===== src/hw/rtl/drti_pkg.sv =====
// drti_pkg: shared types, codes and constants of the decimal round-to-integer unit
// used by drti_ctrl, drti_datapath and decimal_round_to_integer_unit; no dependencies
`default_nettype none

package drti_pkg;

    // field widths
    localparam int ACTION_W  = 2;
    localparam int LIMB_W    = 32;
    localparam int NUM_LIMBS = 3;
    localparam int LIMB_IDX_W = 2;
    localparam int WORD_W    = LIMB_W * NUM_LIMBS;
    localparam int FLAGS_W   = 32;
    localparam int IN_W      = 136;
    localparam int OUT_W     = 128;

    localparam logic [LIMB_IDX_W-1:0] LIMB_TOP = LIMB_IDX_W'(NUM_LIMBS - 1);
    localparam logic [LIMB_IDX_W-1:0] LIMB_BOTTOM = '0;

    // flags word layout
    localparam int SIGN_POS  = 31;
    localparam int SCALE_LSB = 16;
    localparam int SCALE_MSB = 23;
    localparam int SCALE_W   = SCALE_MSB - SCALE_LSB + 1;
    localparam logic [FLAGS_W-1:0] SIGN_MASK     = 32'h8000_0000;
    localparam logic [FLAGS_W-1:0] RESERVED_MASK = 32'h7F00_FFFF;

    // x / 10 for 32-bit x is (x * RECIP_TEN) >> RECIP_SHIFT
    localparam logic [LIMB_W-1:0] RECIP_TEN   = 32'hCCCC_CCCD;
    localparam int                RECIP_SHIFT = 35;
    // 2^32 = LIMB_DIV_TEN * 10 + LIMB_MOD_TEN
    localparam logic [LIMB_W-1:0] LIMB_DIV_TEN = 32'd429496729;
    localparam int                LIMB_MOD_TEN = 6;
    localparam int                TEN          = 10;
    localparam logic [3:0]        HALF_DIGIT   = 4'd5;

    typedef enum logic [ACTION_W-1:0] {
        ACT_TRUNC  = 2'd0,
        ACT_ROUND  = 2'd1,
        ACT_FLOOR  = 2'd2,
        ACT_NEGATE = 2'd3
    } t_action;

    typedef enum logic [1:0] {
        ST_IDLE,
        ST_DIV,
        ST_FIN
    } t_state;

    typedef struct packed {
        logic                  load;
        logic                  step;
        logic [LIMB_IDX_W-1:0] limb;
        logic                  finish;
    } t_cmd;

    typedef struct packed {
        logic skip;
        logic scale_done;
        logic out_free;
    } t_status;

    // quotient of a value below 64 by ten
    function automatic logic [2:0] div_ten_small(input logic [5:0] t);
        logic [2:0] q;
        q = '0;
        for (int k = 1; k <= 6; k++) begin
            if (t >= 6'(k * TEN)) begin
                q = 3'(k);
            end
        end
        return q;
    endfunction

endpackage

`default_nettype wire


===== src/hw/rtl/drti_ctrl.sv =====
// drti_ctrl: sequencer of the round-to-integer unit, steps the limb divider
// per scale digit and hands the result to the output register; uses drti_pkg
`default_nettype none

module drti_ctrl (
    input  wire logic              i_clk,
    input  wire logic              i_rst_n,
    input  wire logic              i_in_valid,
    output logic                   o_in_ready,
    input  wire drti_pkg::t_status i_status,
    output drti_pkg::t_cmd         o_cmd
);
    import drti_pkg::*;

    t_state                r_state;
    t_state                n_state;
    logic [LIMB_IDX_W-1:0] r_limb;
    logic [LIMB_IDX_W-1:0] n_limb;
    logic                  div_active;

    // a division is needed while scale digits remain on a valid, non-negate item
    assign div_active = !(i_status.skip || i_status.scale_done);

    always_comb begin
        n_state = r_state;
        case (r_state)
            ST_IDLE: begin
                if (i_in_valid) begin
                    n_state = ST_DIV;
                end
            end
            ST_DIV: begin
                if (!div_active) begin
                    n_state = ST_FIN;
                end
            end
            ST_FIN: begin
                if (i_status.out_free) begin
                    n_state = ST_IDLE;
                end
            end
            default: n_state = ST_IDLE;
        endcase
    end

    always_comb begin
        o_in_ready  = 1'b0;
        o_cmd       = '0;
        o_cmd.limb  = r_limb;
        n_limb      = r_limb;
        case (r_state)
            ST_IDLE: begin
                o_in_ready = 1'b1;
                o_cmd.load = i_in_valid;
                n_limb     = LIMB_TOP;
            end
            ST_DIV: begin
                o_cmd.step = div_active;
                if (div_active) begin
                    n_limb = (r_limb == LIMB_BOTTOM) ? LIMB_TOP : r_limb - 1'b1;
                end
            end
            ST_FIN: begin
                o_cmd.finish = i_status.out_free;
            end
            default: begin
                n_limb = LIMB_TOP;
            end
        endcase
    end

    always_ff @(posedge i_clk) begin
        if (!i_rst_n) begin
            r_state <= ST_IDLE;
            r_limb  <= LIMB_TOP;
        end else begin
            r_state <= n_state;
            r_limb  <= n_limb;
        end
    end

endmodule

`default_nettype wire


===== config.mk =====
export PLATFORM = sky130hd
export DESIGN_NAME = drti_ctrl
export DESIGN_NICKNAME = d
export VERILOG_FILES = /design/src/hw/rtl/drti_pkg.sv /design/src/hw/rtl/drti_ctrl.sv
export SDC_FILE = /design/constraint.sdc
export NUM_CORES = 1
export LEC_CHECK = 0
export BUFFER_PORTS_ARGS = -buffer_cell sky130_fd_sc_hd__buf_4
export CAP_MARGIN = 40
export CORE_AREA = 10 10 47 49
export DETAILED_ROUTE_END_ITERATION = 7
export DIE_AREA = 0 0 57 59
export SYNTH_ARGS = -nofsm -noshare
export SYNTH_HDL_FRONTEND = slang
export SYNTH_SLANG_ARGS = --single-unit

===== constraint.sdc =====
create_clock -name i_clk -period 0.85 [get_ports i_clk]
set_input_delay 0.0425 -clock i_clk [delete_from_list [all_inputs] [get_ports i_clk]]
set_output_delay 0.0425 -clock i_clk [all_outputs]
set_load 0.02 [all_outputs]

==> flow_metrics.tcl <==
set metrics [dict create \
    synth_seq_cells 4 \
    grt_pass1_wl_um 1240 \
    ys_warn_count 0 \
    drt_iter0_drc 2 \
    sw_frac_of_total_pct 26.6 \
    setup-tns-final_ps -810 \
    grt_pass1_vias 288 \
    clockBufferDepth 2 \
    run_status "finished, violations left" \
    fin_crit_sh_pct 120 \
    setup_viol 8 \
    synth_compound_area_share_pct 15.5 \
    cp.required_ps 810 \
    crit_fanout 4 \
    avgSynthCellArea_um2 8.71 \
    hold_class "input pin to register" \
    slew_headroom_pct 80.4 \
    synth-seq-area-share_pct 35.4 \
    cts-root-buf "clkbuf_4" \
    insertion_delay_ps 230 \
    drv_slew 0 \
    cp_num_buf_inv 1 \
    cts_tree "built" \
    hold_viol_final 0 \
    track_usage_pct 4.72 \
    cts.htree.levels 1 \
    ys_types 15 \
    synth_top_family_by_area "simple AND/OR/NAND/NOR gates" \
    syn2layout_area_growth_pct 130 \
    placement_rows 14 \
    synthMuxAreaShare_pct 8.84 \
    cp-start-kind "register" \
    slowest_stage "dfxtp_2" \
    yosys.area.top_type_share_pct 35.4 \
    drive_gt1_share_pct 75.0 \
    p_leak_nw 0.212 \
    timing.fmax_mhz 978 \
    netlist_top_cells_area "dfxtp_1 (35%), mux2i_1 (8.8%), inv_1 (6.6%), nor2_1 (6.6%), ha_1 (5.5%)" \
    final_common_cell "buf_4" \
    ios 12 \
    maxCapViolCount 0 \
    critical_path_arrival_ps 980 \
    pwr-share-clk_pct 39.4 \
    synthSimpleGateAreaFrac_pct 28.2 \
    initial_core_util_pct 16.2 \
    netlist_instances 26 \
    antenna_left 0 \
    antennaDiodeCount 0 \
    synth_area_um2 226 \
    first_pass_iters 3 \
    hpwlAfterDp_um 517 \
    vias 265 \
    drc 0 \
    final.setup_skew_ps 5.62 \
    violations "setup timing" \
    slowest_delay_ps 330 \
    clock-sinks 4 \
    grt_max_degree 6 \
    layout_common_cells "buf_4 (10), buf_6 (8), nor2_1 (3), inv_1 (3), clkbuf_4 (3)" \
    fp.dieW_um 57 \
    place.gp.congestion 0.597 \
    wl_um 710 \
    port_buffers 11 \
    end_kind "output port" \
    die_area_um2 3360 \
    dp.cells 57 \
    syn-num-nets 33 \
    finalPower_mw 0.641 \
    overflow 0 \
    grt_setup_unrepaired "yes" \
    path_delay_family "flip-flops" \
    cts_hold_buffers 0 \
    peakVddDrop_mv 0.449 \
    combPwrFrac_pct 28.4 \
    p_int_mw 0.470 \
    fin_cells 64 \
    die_h_um 59 \
    crit_type "register to output port" \
    routed_via_density 4.14 \
    yosys.area.top_type "dfxtp_1" \
    synth_fa_ha_area_share_pct 5.52 \
    fin_nets 56 \
    pwr-share-seq_pct 32.2 \
    antenna_found_initial 0 \
    synthXorXnorAreaFrac_pct 0 \
    power_density_nw_per_um2 1230 \
    switching_power_mw 0.171 \
    clkTransAtPathRegs_ps 40 \
    wl_per_cell_um 11.1 \
    coreArea_um2 1400 \
    crit_path_cell_trace "nand2b_4 > nor3_4 > buf_6" \
    setup_ws_ps -172 \
    fin_util_pct 37.2 \
    period_needed_ps 1020 \
    worstMarginPinSlew_ps 294 \
    cts_buffers 3 \
]
through the flow:
| step | setup WS [ps] | area, µm² | hold slack [ps] |
|---|---|---|---|
| floorplan | -186 | 246 | 119 |
| detailed placement | -78.6 | 379 | 296 |
| CTS | -186 | 472 | 32.2 |
| global placement | -70.8 | 379 | 293 |
| global route | -228 | 522 | 48.4 |
| finish | -172 | 522 | 46.2 |
worst paths after layout:
path                                   to               startpoint  slack, ps  cells after the start
setup / recovery                 o_cmd[3]  r_state[1]$_SDFFE_PN0P_       -170                      3
hold / removal     r_limb[1]$_SDFFE_PN1P_                  i_rst_n         50                      2
setup reg to reg  r_state[1]$_SDFFE_PN0P_  r_state[1]$_SDFFE_PN0P_       -130                      4
hold reg to reg   r_state[0]$_SDFFE_PN0P_  r_state[1]$_SDFFE_PN0P_        540                      2
registers in the layout, indices dropped and copies added (netlist names):
register	cells
r_state	2
r_limb	2
what timing repair did:
item,CTS,global route
setup endpoints to repair,9,10
cloned,0,0
resized for setup,12,10
pin swaps,5,2
setup buffers,3,0
per-layer routing:
metal,vias up,share of wire (%),GRT usage [%]
met2,6,55,8.68
met1,124,36,3.83
met4,0,0,3.02
li1,135,-,-
met5,-,0,0
met3,0,8.6,2.58
worst register-to-register path: stages, from the launching register on:
cell and delay (ps):
dfxtp_2 330, nand2b_4 150, buf_4 150, o22a_1 190
nor2_1 90
synth_stat cells:
cell type / count
nor3_2: 1
inv_1: 4
nor2_2: 1
nor3_1: 1
nand4b_1: 1
nand2b_1: 2
o22a_1: 1
dfxtp_1: 4
ha_1: 1
mux2i_1: 2
o31ai_2: 1
o21ai_0: 1
a32oi_1: 1
nor2_1: 4
and2_1: 1
final cells by class:
type	count	area [µm²]
fill	152	880
multi-input combinational	18	205
timing repair buffer	18	165
sequential	4	90.1
clock buffer	4	26.3
tap	16	20.0
inverter	4	15.0
kinds of logic after synthesis:
logic type               Yosys count
AND/OR/NAND/NOR                   11
adder cells (fa/ha/maj)            1
buffers and inverters              4
multiplexers                       2
flip-flops                         4
AO/OA/AOI/OAI                      4
power by group through the flow:
stage / Combinational (mW) / Sequential (mW) / Clock [mW]
2_1_floorplan: 0.0653 / 0.210 / 0
3_3_place_gp: 0.134 / 0.208 / 0
3_5_place_dp: 0.135 / 0.208 / 0
4_1_cts: 0.158 / 0.207 / 0.271
5_1_grt: 0.198 / 0.207 / 0.272
6_report: 0.182 / 0.206 / 0.252
Note: power is estimated with default switching activity, not from simulation.
